--- src/rtl/relocation_field_patch_unit_macros.svh ---
// Assertion macros for the relocation field patch RTL.
`ifndef RELOCATION_FIELD_PATCH_UNIT_MACROS_SVH
`define RELOCATION_FIELD_PATCH_UNIT_MACROS_SVH

// Same-cycle implication, sampled on the rising clock edge outside reset.
`define RFP_ASSERT_IMP(lbl, ante, cons) \
    lbl: assert property (@(posedge i_clk) disable iff (!i_rst_n) (ante) |-> (cons)) \
        else $error("relocation field patch: assertion failed");

// Next-cycle implication, sampled on the rising clock edge outside reset.
`define RFP_ASSERT_NEXT(lbl, ante, cons) \
    lbl: assert property (@(posedge i_clk) disable iff (!i_rst_n) (ante) |=> (cons)) \
        else $error("relocation field patch: assertion failed");

`endif

--- src/rtl/rfp_pkg.sv ---
// Types, codes and helper functions for the relocation field patch unit.
package rfp_pkg;

    localparam logic [3:0] FMT_REL8  = 4'd0;
    localparam logic [3:0] FMT_REL11 = 4'd1;
    localparam logic [3:0] FMT_REL12 = 4'd2;
    localparam logic [3:0] FMT_REL19 = 4'd3;
    localparam logic [3:0] FMT_REL22 = 4'd4;
    localparam logic [3:0] FMT_REL24 = 4'd5;
    localparam logic [3:0] FMT_REL32 = 4'd6;
    localparam logic [3:0] FMT_ABS8  = 4'd7;
    localparam logic [3:0] FMT_ABS32 = 4'd8;

    localparam logic [1:0] ERR_OK    = 2'd0;
    localparam logic [1:0] ERR_RANGE = 2'd1;
    localparam logic [1:0] ERR_UNSUP = 2'd2;
    localparam logic [1:0] ERR_NONE3 = 2'd3;

    localparam logic       CFG_LITTLE_ENDIAN      = 1'b0;
    localparam logic       CFG_OVERWRITE_RELATIVE = 1'b1;

    localparam logic [31:0] SPLIT19_MASK = 32'h2FFF003F;
    localparam logic [31:0] SPLIT22_MASK = 32'h07FF07FF;
    localparam logic [15:0] REL11_MASK   = 16'h07FF;
    localparam logic [15:0] REL12_MASK   = 16'h0FFF;

    localparam logic [4:0] REL8_BITS  = 5'd8;
    localparam logic [4:0] REL11_BITS = 5'd11;
    localparam logic [4:0] REL12_BITS = 5'd12;
    localparam logic [4:0] REL19_BITS = 5'd19;
    localparam logic [4:0] REL22_BITS = 5'd22;
    localparam logic [4:0] REL24_BITS = 5'd24;

    typedef struct packed {
        logic [3:0]  field_format;
        logic [31:0] site_bytes;
        logic [31:0] site_address;
        logic [31:0] target_address;
        logic [4:0]  shift_right;
        logic        add_existing;
        logic [31:0] fix_offset;
        logic        zero_data;
    } t_item;

    typedef struct packed {
        logic [3:0]  fmt;
        logic [31:0] bytes;
        logic [31:0] tgt;
        logic [4:0]  sh;
        logic        zero;
        logic        abs8_ok;
        logic [31:0] delta;
        logic [31:0] addend;
    } t_s1;

    typedef struct packed {
        logic [3:0]  fmt;
        logic [31:0] bytes;
        logic        abs8_ok;
        logic [31:0] val;
    } t_s2;

    function automatic logic [31:0] f_swap32(input logic [31:0] w);
        return {w[7:0], w[15:8], w[23:16], w[31:24]};
    endfunction

    function automatic logic [31:0] f_rd32(input logic le, input logic [31:0] w);
        return le ? w : f_swap32(w);
    endfunction

    function automatic logic [15:0] f_rd16(input logic le, input logic [31:0] w);
        return le ? w[15:0] : {w[7:0], w[15:8]};
    endfunction

    function automatic logic [31:0] f_sext8(input logic [7:0] b);
        return {{24{b[7]}}, b};
    endfunction

    // True when the magnitude of the signed value is below 2**n.
    function automatic logic f_fits(input logic [31:0] v, input logic [4:0] n);
        logic [31:0] lo_mask;
        logic [31:0] hi;
        lo_mask = (32'h1 << n) - 32'h1;
        hi      = v & ~lo_mask;
        return (hi == 32'h0) || ((hi == ~lo_mask) && ((v & lo_mask) != 32'h0));
    endfunction

endpackage

--- src/rtl/relocation_field_patch_unit.sv ---
// Relocation field patch unit: top level with the pipeline and configuration registers.
// One relocation transaction is taken on every clock edge with start high; busy stays low.
// Each result appears on o_valid exactly four cycles after its start edge, in order,
// and is held for one cycle only: the receiver must take it then. The latency is set by
// the four register stages: input capture, distance and addend, shift and add, and the
// range check with byte packing. Configuration writes take effect at the next edge.
module relocation_field_patch_unit (
    input  logic        i_clk,
    input  logic        i_rst_n,
    input  logic        i_cfg_we,
    input  logic        i_cfg_index,
    input  logic        i_cfg_wdata,
    input  logic        start,
    output logic        busy,
    input  logic [3:0]  i_field_format,
    input  logic [31:0] i_site_bytes,
    input  logic [31:0] i_site_address,
    input  logic [31:0] i_target_address,
    input  logic [4:0]  i_shift_right,
    input  logic        i_add_existing,
    input  logic signed [31:0] i_fix_offset,
    input  logic        i_zero_data,
    output logic        o_valid,
    output logic [31:0] o_patched_bytes,
    output logic [1:0]  o_error_code
);
    import rfp_pkg::*;

    `include "relocation_field_patch_unit_macros.svh"

    logic        r_little_endian;
    logic        r_overwrite_relative;
    t_item       r_in;
    logic        r_in_vld;
    t_s1         r_s1;
    logic        r_s1_vld;
    t_s2         r_s2;
    logic        r_s2_vld;
    logic [31:0] r_res_bytes;
    logic [1:0]  r_res_err;
    logic        r_res_vld;

    t_s1         n_s1;
    t_s2         n_s2;
    logic [31:0] n_res_bytes;
    logic [1:0]  n_res_err;
    logic [31:0] shifted;
    logic [31:0] base;
    logic [31:0] sum;
    logic        accept;

    assign busy   = 1'b0;
    assign accept = start && !busy;

    always_ff @(posedge i_clk) begin
        if (!i_rst_n) begin
            r_little_endian      <= 1'b1;
            r_overwrite_relative <= 1'b0;
        end else if (i_cfg_we) begin
            if (i_cfg_index == CFG_LITTLE_ENDIAN) begin
                r_little_endian <= i_cfg_wdata;
            end
            if (i_cfg_index == CFG_OVERWRITE_RELATIVE) begin
                r_overwrite_relative <= i_cfg_wdata;
            end
        end
    end

    always_ff @(posedge i_clk) begin
        if (!i_rst_n) begin
            r_in_vld  <= 1'b0;
            r_s1_vld  <= 1'b0;
            r_s2_vld  <= 1'b0;
            r_res_vld <= 1'b0;
        end else begin
            r_in_vld  <= accept;
            r_s1_vld  <= r_in_vld;
            r_s2_vld  <= r_s1_vld;
            r_res_vld <= r_s2_vld;
        end
    end

    always_ff @(posedge i_clk) begin
        r_in.field_format   <= i_field_format;
        r_in.site_bytes     <= i_site_bytes;
        r_in.site_address   <= i_site_address;
        r_in.target_address <= i_target_address;
        r_in.shift_right    <= i_shift_right;
        r_in.add_existing   <= i_add_existing;
        r_in.fix_offset     <= i_fix_offset;
        r_in.zero_data      <= i_zero_data;
        r_s1                <= n_s1;
        r_s2                <= n_s2;
        r_res_bytes         <= n_res_bytes;
        r_res_err           <= n_res_err;
    end

    rfp_front u_front (
        .i_item               (r_in),
        .i_little_endian      (r_little_endian),
        .i_overwrite_relative (r_overwrite_relative),
        .o_s1                 (n_s1)
    );

    assign shifted = $signed(r_s1.delta) >>> r_s1.sh;
    assign base    = (r_s1.fmt == FMT_ABS8 || r_s1.fmt == FMT_ABS32) ? r_s1.tgt : shifted;
    assign sum     = base + r_s1.addend;

    always_comb begin
        n_s2.fmt     = r_s1.fmt;
        n_s2.bytes   = r_s1.bytes;
        n_s2.abs8_ok = r_s1.abs8_ok;
        if (r_s1.zero && r_s1.fmt == FMT_REL8) begin
            n_s2.val = f_sext8(r_s1.tgt[7:0]);
        end else if (r_s1.zero && r_s1.fmt <= FMT_REL32) begin
            n_s2.val = r_s1.tgt;
        end else begin
            n_s2.val = sum;
        end
    end

    rfp_pack u_pack (
        .i_s2            (r_s2),
        .i_little_endian (r_little_endian),
        .o_bytes         (n_res_bytes),
        .o_err           (n_res_err)
    );

    assign o_valid         = r_res_vld;
    assign o_patched_bytes = r_res_bytes;
    assign o_error_code    = r_res_err;

    `RFP_ASSERT_IMP(a_latency, accept, ##4 o_valid)
    `RFP_ASSERT_IMP(a_err_code_legal, o_valid, o_error_code != ERR_NONE3)
    `RFP_ASSERT_NEXT(a_unsup_flagged, r_s2_vld && r_s2.fmt > FMT_ABS32, o_error_code == ERR_UNSUP)
    `RFP_ASSERT_NEXT(a_err_passthru, r_s2_vld && n_res_err != ERR_OK,
                     o_patched_bytes == $past(r_s2.bytes))

endmodule

--- src/rtl/rfp_front.sv ---
// Second stage: field extraction, distance and addend for one relocation.
module rfp_front (
    input  rfp_pkg::t_item i_item,
    input  logic           i_little_endian,
    input  logic           i_overwrite_relative,
    output rfp_pkg::t_s1   o_s1
);
    import rfp_pkg::*;

    logic [31:0] old32;
    logic [15:0] old16;
    logic [18:0] ex19;
    logic [21:0] ex22;
    logic [31:0] ext;
    logic        use_ext;
    logic [31:0] pre;
    logic [31:0] fix_add;

    assign old32 = f_rd32(i_little_endian, i_item.site_bytes);
    assign old16 = f_rd16(i_little_endian, i_item.site_bytes);
    assign ex19  = {old32[29], old32[27], old32[5:0], old32[26:16]};
    assign ex22  = {old32[10:0], old32[26:16]};

    always_comb begin
        ext     = 32'h0;
        use_ext = 1'b0;
        unique case (i_item.field_format)
            FMT_REL11: begin
                ext     = {{21{old16[10]}}, old16[10:0]};
                use_ext = i_item.add_existing;
            end
            FMT_REL12: begin
                ext     = {{20{old16[11]}}, old16[11:0]};
                use_ext = i_item.add_existing;
            end
            FMT_REL19: begin
                ext     = {{13{ex19[18]}}, ex19};
                use_ext = i_item.add_existing;
            end
            FMT_REL22: begin
                ext     = {{10{ex22[21]}}, ex22};
                use_ext = i_item.add_existing;
            end
            FMT_REL24: begin
                ext     = {{8{old32[23]}}, old32[23:0]};
                use_ext = i_item.add_existing;
            end
            FMT_REL32: begin
                ext     = old32;
                use_ext = i_item.add_existing;
            end
            FMT_ABS8: begin
                ext     = {24'h0, i_item.site_bytes[7:0]};
                use_ext = i_overwrite_relative;
            end
            FMT_ABS32: begin
                ext     = old32;
                use_ext = i_overwrite_relative && !i_item.zero_data;
            end
            default: begin
                ext     = 32'h0;
                use_ext = 1'b0;
            end
        endcase
    end

    assign pre     = (i_item.field_format == FMT_REL8 && i_item.add_existing)
                     ? f_sext8(i_item.site_bytes[7:0]) : 32'h0;
    assign fix_add = (i_item.field_format == FMT_REL32) ? i_item.fix_offset : 32'h0;

    always_comb begin
        o_s1.fmt     = i_item.field_format;
        o_s1.bytes   = i_item.site_bytes;
        o_s1.tgt     = i_item.target_address;
        o_s1.sh      = i_item.shift_right;
        o_s1.zero    = i_item.zero_data;
        o_s1.abs8_ok = (i_item.target_address[31:7] == 25'h0);
        o_s1.delta   = i_item.target_address - i_item.site_address + pre;
        o_s1.addend  = (use_ext ? ext : 32'h0) + fix_add;
    end

endmodule

--- src/rtl/rfp_pack.sv ---
// Last stage: range check and packing of the value into the site bytes.
module rfp_pack (
    input  rfp_pkg::t_s2 i_s2,
    input  logic         i_little_endian,
    output logic [31:0]  o_bytes,
    output logic [1:0]   o_err
);
    import rfp_pkg::*;

    logic [31:0] old32;
    logic [15:0] old16;
    logic [15:0] new16;
    logic [31:0] new32;
    logic [31:0] res;
    logic        ok;
    logic        supported;

    assign old32 = f_rd32(i_little_endian, i_s2.bytes);
    assign old16 = f_rd16(i_little_endian, i_s2.bytes);

    always_comb begin
        ok        = 1'b1;
        supported = 1'b1;
        new16     = old16;
        new32     = old32;
        res       = i_s2.bytes;
        unique case (i_s2.fmt)
            FMT_REL8: begin
                ok  = f_fits(i_s2.val, REL8_BITS);
                res = {i_s2.bytes[31:8], i_s2.val[7:0]};
            end
            FMT_REL11: begin
                ok    = f_fits(i_s2.val, REL11_BITS);
                new16 = (old16 & ~REL11_MASK) | (i_s2.val[15:0] & REL11_MASK);
                res   = {i_s2.bytes[31:16], f_rd16(i_little_endian, {16'h0, new16})};
            end
            FMT_REL12: begin
                ok    = f_fits(i_s2.val, REL12_BITS);
                new16 = (old16 & ~REL12_MASK) | (i_s2.val[15:0] & REL12_MASK);
                res   = {i_s2.bytes[31:16], f_rd16(i_little_endian, {16'h0, new16})};
            end
            FMT_REL19: begin
                ok    = f_fits(i_s2.val, REL19_BITS);
                new32 = (old32 & ~SPLIT19_MASK)
                        | {2'b0, i_s2.val[18], 1'b0, i_s2.val[17],
                           i_s2.val[10:0], 10'h0, i_s2.val[16:11]};
                res   = f_rd32(i_little_endian, new32);
            end
            FMT_REL22: begin
                ok    = f_fits(i_s2.val, REL22_BITS);
                new32 = (old32 & ~SPLIT22_MASK)
                        | {5'h0, i_s2.val[10:0], 5'h0, i_s2.val[21:11]};
                res   = f_rd32(i_little_endian, new32);
            end
            FMT_REL24: begin
                ok  = f_fits(i_s2.val, REL24_BITS);
                res = f_rd32(i_little_endian, {old32[31:24], i_s2.val[23:0]});
            end
            FMT_REL32: begin
                res = f_rd32(i_little_endian, i_s2.val);
            end
            FMT_ABS8: begin
                ok  = i_s2.abs8_ok;
                res = {i_s2.bytes[31:8], i_s2.val[7:0]};
            end
            FMT_ABS32: begin
                res = f_rd32(i_little_endian, i_s2.val);
            end
            default: begin
                supported = 1'b0;
            end
        endcase
    end

    always_comb begin
        if (!supported) begin
            o_bytes = i_s2.bytes;
            o_err   = ERR_UNSUP;
        end else if (!ok) begin
            o_bytes = i_s2.bytes;
            o_err   = ERR_RANGE;
        end else begin
            o_bytes = res;
            o_err   = ERR_OK;
        end
    end

endmodule
--- config.mk ---
export PLATFORM = sky130hd
export DESIGN_NAME = relocation_field_patch_unit
export DESIGN_NICKNAME = d
export VERILOG_FILES = /design/src/rtl/rfp_pkg.sv /design/src/rtl/relocation_field_patch_unit.sv /design/src/rtl/rfp_front.sv /design/src/rtl/rfp_pack.sv
export VERILOG_INCLUDE_DIRS = /design/src /design/src/rtl
export SDC_FILE = /design/constraint.sdc
export NUM_CORES = 1
export LEC_CHECK = 0
export BUFFER_PORTS_ARGS = -buffer_cell sky130_fd_sc_hd__buf_4
export CAP_MARGIN = 20
export CORE_MARGIN = 2
export CORE_UTILIZATION = 60
export DETAILED_ROUTE_END_ITERATION = 12
export PLACE_DENSITY = 0.82
export SLEW_MARGIN = 20
export SYNTH_ARGS = -nofsm -noshare
export SYNTH_HDL_FRONTEND = slang
export SYNTH_HIERARCHICAL = 1
export SYNTH_SLANG_ARGS = --single-unit
--- constraint.sdc ---
create_clock -name i_clk -period 13.5 [get_ports i_clk]
set_input_delay 0.675 -clock i_clk [delete_from_list [all_inputs] [get_ports i_clk]]
set_output_delay 0.675 -clock i_clk [all_outputs]
set_load 0.005 [all_outputs]
# == Word level (Yosys, flattened, before mapping) ==
# Cells that the tools add are included.
# W data, S select, Z words.
# totals
register_bits,387
input_bits,145
out_inout_bits,36
wordCells,128
# op_classes
n_addsub,4
n_lt_le_gt_ge,1
n_eq_ne,24
n_shift,1
n_mux,24
bitwise_logic,5
reduce_logical,41
# ops
cell,count
$mux W32,14
$pmux W32 S7,2
$logic_not A32 Y1,6
$reduce_bool A32 Y1,6
$add A32 B32 Y32,3
$mux W16,3
$eq A4 B3 Y1 const B,9
$or A32 B27 Y32,1
$or A32 B30 Y32,1
$sshr A32 B5 Y32,1
$sub A32 B32 Y32,1
$logic_not A25 Y1,1
$eq A24 B24 Y1 const B,1
$eq A21 B21 Y1 const B,1
$eq A20 B20 Y1 const B,1
$eq A4 B2 Y1 const B,4
$or A16 B11 Y16,1
$or A16 B12 Y16,1
$eq A13 B13 Y1 const B,1
$eq A4 B4 Y1 const B,3
$logic_not A4 Y1,3
$mux W12,1
$eq A10 B10 Y1 const B,1
$logic_and A1 B1 Y1,10
other kinds (13),24

# == Logic depth before layout (Yosys ltp) ==
# Gate-level depths: netlist (run 1).
# logic_depth
depth_word,6
depth_mapped,22
ltp_nobuf,20

# == Hierarchy ==
# The synthesis (run 1) kept the hierarchy.
# by_module_without_submodules
module,n_inst,cells_per_inst,area_per_inst_um2
relocation_field_patch_unit,1,1003,12156.7
rfp_front,1,889,6303.5
rfp_pack,1,328,2087.0

# == Worst setup path before layout (run 1) ==
# No wires, ideal clock.
# synth_path
path_kind,register -> register
startpoint,reg r_in[135] (netlist bit)
endpoint,reg r_s1[58] (netlist bit)
setup_ns,0.123
t_arrival_ns,4.493
required_time_ns,13.377
setup_slack_ns,8.884
stages_incl_launch_ff,18
path_cell_list,dfxtp_1 buf_1 nor2_2 and3_1 clkbuf_1 nand2_1 fa_1 inv_1 ha_1 a21o_1 a21o_1 a221oi_2 o31a_2 o21ai_4 a211o_1 a21oi_2 o21bai_1 xor2_1
# synth_lines
element,line,source
"start, declared",relocation_field_patch_unit.sv:33,t_item r_in;
"end signal, assigned",relocation_field_patch_unit.sv:92,r_s1 <= n_s1;
"end, declared",relocation_field_patch_unit.sv:35,t_s1 r_s1;

==> reports/metrics.cfg, run 1 <==
[logic_synthesis]
synth_area_per_cell_um2=9.26
syn_inst=2220
yosys-top-cells-area=dfxtp_1 (38%), ha_1 (5.7%), a21oi_1 (4.3%), mux2_2 (3.5%), fa_1 (3.2%)
yosys_warnings=6
synth_top_area_share_pct=37.7
synth_flop_cell=dfxtp_1
netlist_area_um2=20500
async_flop_share_pct=0
synth-seq-cells=387
synth-edff-count=0
synth_top_area_cell=dfxtp_1
yosysSeqAreaShare_pct=37.7
synth_nets=2492
synth.distinct_cells=97

[pwr]
p_sw_share_pct=32.2
p_seq_share_pct=42.8
intPower_uw=2310
p_comb_share_pct=23.9
p_sw_uw=1100
p_leak_uw=0.0104
power_density_nw_per_um2=149
irDropWorstVdd_v=0.000112
clkPwrFrac_pct=33.3

[route]
drtPass1Iterations=6
wl_mm=64.2
avgRoutedWirePerCell_um=23.4
vias_per_cell=6.37
num_vias=17500
drt-initial-drc-count=2389
remaining_drc_errors=0
ant_nets=0

[worst_setup_path]
worstPathArrival_ps=5590
critPathKind=register to register
crit_required_ps=13960
end_kind=register
crit_family=simple AND/OR/NAND/NOR gates
reg2regPathDepth=19
slowest_stage=nand2_1
r2r_end=r_s1[30]$_DFF_P_
worst-path-max-fanout=31
slowest_delay_ps=850
path_cells=or2_2 > mux2i_1 > nand2b_1 > nand2_1 > a21o_1 > a21oi_1 > a21oi_1 > ha_1 > inv_1 > fa_1 > nor2b_1 > o31a_1 > o21ai_2 > a211o_1 > and3b_4 > o21ai_4 > nor2_4 > o21ai_2 > xor2_1
critPathLaunchType=register
crit_buf_inv=1
worstSetupStartpoint=r_in[136]$_DFF_P_
r2r_setup_slack_ps=8380
r2r_start=r_in[136]$_DFF_P_

[global_routing]
overflow=0
grt_max_degree=74
grt_pass1_wl_mm=98.0
grt_usage_pct=35.5
grt_pass1_vias=16700
antenna_found_initial=0

[hold_path]
hp-start=i_site_bytes[28]
holdPathEnd=r_in[131]$_DFF_P_
hold_depth=1
holdCritPathClass=input pin to register

[floorplan]
core_um2=33600
io_pins=181
rows=67
die_y_um=189
start_util_pct=61.1
dieArea_um2=35700
die_w_um=189

[timing]
finalSetupViolations=0
min_period_over_period_pct=37.9
fin_skew_ps=17.4
relSlewSlack_pct=26.6
fin_crit_ps=5120
maxSlewViolCount=0
tightest_slew_ps=1100
max_freq_ghz=0.195
hold_violations=0
rsz0062_at_grt=false
worst_slack_ps=8380
fin_setup_tns_ps=0

[clock_tree]
cts_buffers=40
post_cts_buffers=0
cts_tree=done
clock_sinks=387
path_clk_slew_ps=60
root_buffer=clkbuf_16
cts_resized=0
clock_latency_ps=550
htreeDepth=2
cts_max_path_buffers=3
hold_buffers=0

[cells_and_area]
layout_commonest_cell=dfxtp_1
areaGrowthSynthToFinish_pct=11.5
final_layout_size_suffix_gt1_share_pct=17.9
fin_nets=2541
regArea_um2=7750
layout_common_cells=dfxtp_1 (386), buf_4 (197), a21oi_1 (174)
multi_input_comb_area_um2=11200
antenna_cells=0
fillCellCount=2625

[run_status]
status=finished clean

[job]
cap_violations=0

[placed_design]
dpl.hpwl_mm=49.0
io_buffers=179
gp_congestion=1.01
dpl_worst_slack_ps=8580

## worst max-delay path by stage
stage | to | slack, ps | cells after the start
floorplan | r_s1[58]$_DFF_P_ | 8880 | 17
CTS | r_s1[26]$_DFF_P_ | 8550 | 19
detailed placement | r_s1[26]$_DFF_P_ | 8580 | 19
global placement | r_s1[26]$_DFF_P_ | 8730 | 19
global route | r_s1[26]$_DFF_P_ | 8150 | 20
finish | r_s1[30]$_DFF_P_ | 8380 | 19
## Yosys cell counts (10+ instances only)
master / count
o21bai_1: 12
ha_1: 94
a21o_1: 58
a22o_1: 22
nor2b_1: 17
a31oi_1: 17
inv_1: 142
mux4_2: 19
nand4_1: 27
a211oi_1: 12
mux2_2: 64
nor2_1: 126
xnor2_1: 52
mux4_1: 11
fa_1: 33
nor3_1: 22
buf_4: 77
a21oi_1: 175
nand2b_1: 13
o22ai_1: 10
and3_1: 39
nand2_1: 157
o21a_1: 15
buf_2: 27
nor4_1: 13
xor2_1: 31
o21ai_1: 21
clkbuf_1: 73
dfxtp_1: 387
a221oi_1: 22
a22oi_1: 50
nand3_1: 46
o21ai_0: 131
mux2i_1: 41
## layer usage
layer  vias to the layer above  GRT usage (%)  part of all wire, %
met3                       156           6.56                  9.2
met5                         -              0                    0
met2                      1002           56.0                   45
li1                       7966              -                    -
met1                      8396           48.4                   42
met4                         0           13.9                  3.9
## per-stage QoR
step           hold WS (ps)  instances  instance area, µm²  utilization [%]  total power [µW]
2_1_floorplan           310       2220               20500                -              1970
3_3_place_gp            310       2675               21500             64.1              2240
3_5_place_dp            312       2675               21500             64.1              2250
4_1_cts                 209       2749               22900             68.2              3390
5_1_grt                 211       2749               22900             68.2              3540
6_report                228       2749               22900             68.2              3410
## worst reg2reg max path, delay by kind of cell, from the launching register on
kind,cells,cell delay (ps)
xor+xnor,1,170
fa+ha+maj,2,660
compound gates,8,1640
simple gates,6,1890
buf+inv,1,70
mux,1,200
flops,1,450
## state kept, by name (all words and copies together), names as in the netlist
signal                cells
n_s2                     37
o_error_code              2
o_patched_bytes          32
o_valid                   1
r_in                    139
r_in_vld                  1
r_little_endian           1
r_overwrite_relative      1
r_s1                    102
r_s1_vld                  1
r_s2                     69
r_s2_vld                  1
## area by class of cell
cell class                 instances  share of cell area (%)
multi-input combinational       1499                    48.9
sequential                       387                    33.8
timing repair buffer             197                    6.45
clock buffer                      52                    4.96
tap                              448                    2.45
inverter                         144                    2.36
clock inverter                    22                    1.02
## cell families (layout without fill, tap and decap cells)
family                     Yosys count  in the layout  share of synthesized area (%)
AOI/OAI and AO/OA                  643            643                           20.8
xor gates and xnor gates            83             83                           3.54
adders and majority gates          128            128                           8.99
buffers and inverters              334            415                           7.86
DFF                                387            387                           37.7
muxes                              135            135                           8.99
other                                1              1                         0.0183
and+or+nand+nor                    509            509                           12.1
## power groups by stage
stage	logic [µW]	clock network, µW	registers, µW
floorplan	603	0	1370
global placement	769	0	1470
detailed placement	782	0	1470
CTS	792	1150	1450
global route	879	1200	1460
finish	814	1130	1460
(Power assumes the default switching activity.)
==> run 2: changes to the inputs <==
clock period = 5 ns   (was 13.5 ns; I/O delays follow)
==> run 2 against run 1 <==
Against the previous run:
- register-to-register slack lost 8000 ps
- global-route usage up 3.1 points
- die area is the same
- worst hold slack improved by 84 ps
- critical path depth decreased by 2
- via count increased by 6.4%
- worst setup slack worse by 8000 ps
- count of clock-buffer cells in the layout decreased by 2
- utilization increased by 5.2 points
- wire length increased by 9.4%
- design area increased by 7.7%
- first-iteration DRC count increased by 9.1%
- largest cell class unchanged
==> reports/metrics.cfg, run 2 (synthesis results as in run 1) <==
[cells_and_area]
largest_register_ffs=139  ; unchanged
areaGrowthSynthToFinish_pct=20.1
fillCellCount=2308  ; -12%
final_layout_size_suffix_gt1_share_pct=17.7  ; -0.15 points
regArea_um2=7750  ; unchanged
multi_input_comb_area_um2=11200  ; about the same
reg_top3=r_in x139, r_s1 x102, r_s2 x69
regMostFlops=r_in
layout_commonest_cell=dfxtp_1
fin_nets=2715  ; +6.8%
layout_common_cells=dfxtp_1 (386), buf_4 (226), a21oi_1 (174)

[pwr]
p_leak_uw=0.0112  ; +7.5%
power_density_nw_per_um2=390  ; +160%
power.total_uw=9620  ; +180%
irDropWorstVdd_v=0.000333  ; +200%

[route]
num_vias=18600  ; +6.4%
drt-initial-drc-count=2607  ; +9.1%
ant_nets=0  ; unchanged
drtPass1Iterations=7  ; +1
vias_per_cell=6.38  ; about the same
avgRoutedWirePerCell_um=24.0  ; +2.8%
remaining_drc_errors=0  ; unchanged
wl_mm=70.2  ; +9.4%

[global_routing]
overflow=0  ; unchanged
antenna_found_initial=3  ; +3
grt_max_degree=58  ; -22%
grt_pass1_vias=18200  ; +8.6%
grt_pass1_wl_mm=106  ; +8.1%
grt_usage_pct=38.6  ; +3.1 points

[timing]
fin_crit_ps=4650  ; -472 ps
worst_slack_ps=349  ; -8030 ps
tightest_slew_ps=930  ; -169 ps
maxSlewViolCount=0  ; unchanged
hold_violations=0  ; unchanged
relSlewSlack_pct=37.5  ; +11 points
fin_setup_tns_ps=0  ; unchanged
min_period_over_period_pct=93.0  ; +55 points
hold_ws_ps=312  ; +83.8 ps
max_freq_ghz=0.215  ; +10%
finalSetupViolations=0  ; unchanged
rsz0062_at_grt=false
fin_skew_ps=28.7  ; +11.3 ps

[clock_tree]
cts_resized=0  ; unchanged
root_buffer=clkbuf_16
clock_sinks=387  ; unchanged
htreeDepth=2  ; unchanged
cts_tree=done
path_clk_slew_ps=60  ; about the same
clock_latency_ps=580  ; +30 ps
post_cts_buffers=0  ; unchanged
cts_max_path_buffers=3  ; unchanged
cts_buffers=40  ; unchanged

[floorplan]
rows=67  ; unchanged
dieArea_um2=35700  ; unchanged
die_y_um=189  ; unchanged
die_w_um=189  ; unchanged
io_pins=181  ; unchanged
core_um2=33600  ; unchanged
start_util_pct=61.1  ; unchanged

[job]
cap_violations=0  ; unchanged

[placed_design]
dpl_worst_slack_ps=480  ; -8100 ps
gp_congestion=0.996  ; -1.3%
io_buffers=179  ; unchanged
dpl.hpwl_mm=48.8  ; -0.33%

[worst_setup_path]
critPathLaunchType=register
end_kind=register
worst-path-max-fanout=17  ; -45%
worstPathArrival_ps=5160  ; -430 ps
reg2regPathDepth=17  ; -2
critPathKind=register to register
crit_required_ps=5510  ; -8450 ps

[run_status]
status=finished clean

[hold_path]
hold_depth=2  ; +1
holdCritPathClass=input pin to register

## run 2: cell count changes in the layout (fill, tap and decap cells not counted), moves of 2 or more
cell           before  now
dlygate4sd3_1       0  145
bufinv_16           4    7
clkinv_2           11    3
buf_4             197  226
inv_16              0    2
diode_2             0    2
## run 2: area by class of cell
type	instances	area share, %
multi-input combinational	1499	45.4
sequential	387	31.4
timing repair buffer	371	12.8
clock buffer	50	4.45
tap	448	2.27
inverter	144	2.19
clock inverter	22	1.50
antenna	2	0.0203
## run 2: metrics by stage
| stage | cell area, µm² | util [%] | std cells |
|---|---|---|---|
| after floorplan | 20500 | - | 2220 |
| after global placement | 21800 | 64.7 | 2704 |
| after detailed placement | 21800 | 64.7 | 2704 |
| after CTS | 24700 | 73.4 | 2921 |
| after global routing | 24700 | 73.4 | 2921 |
| final | 24700 | 73.4 | 2923 |
## run 2: power by group
group | internal, µW | total [µW] | switching, µW
sequential | 3430 | 3910 | 485
clock | 1960 | 3340 | 1380
combinational | 1080 | 2360 | 1290
## run 2: worst max-delay path, stage by stage, from the launching register on
cell	delay, ps
dfxtp_1	620
or2_2	210
mux2i_1	90
nand2b_1	230
nand2_1	320
buf_4	310
a22oi_1	350
a21oi_1	140
ha_1	420
nand4_1	200
nor3_1	300
nand2_1	120
or3_1	320
nand2_1	140
o21ai_1	140
o21ai_0	250
xor2_1	240
buf_4	180
## run 2: final timing paths
kind | start | end | slack (ps)
setup / recovery | r_in[137]$_DFF_P_ | r_s1[29]$_DFF_P_ | 350
hold / removal | i_target_address[27] | r_in[66]$_DFF_P_ | 310
setup reg to reg | r_in[137]$_DFF_P_ | r_s1[29]$_DFF_P_ | 350
hold reg to reg | n_s2[38]$_DFF_P_ | r_s2[38]$_DFF_P_ | 320
## run 2: routing by layer
layer | GRT usage [%] | part of all wire (%) | vias to the layer above
li1 | - | - | 8320
met1 | 49.1 | 39 | 8804
met2 | 63.8 | 46 | 1267
met3 | 8.93 | 11 | 247
met4 | 15.1 | 4.4 | 2
met5 | 0 | 0.019 | -
## run 2: what timing repair did
action | CTS | global route
hold buffers | 145 | 0
hold endpoints to repair | 145 | 0
endpoints found under the setup margin | 0 | 0
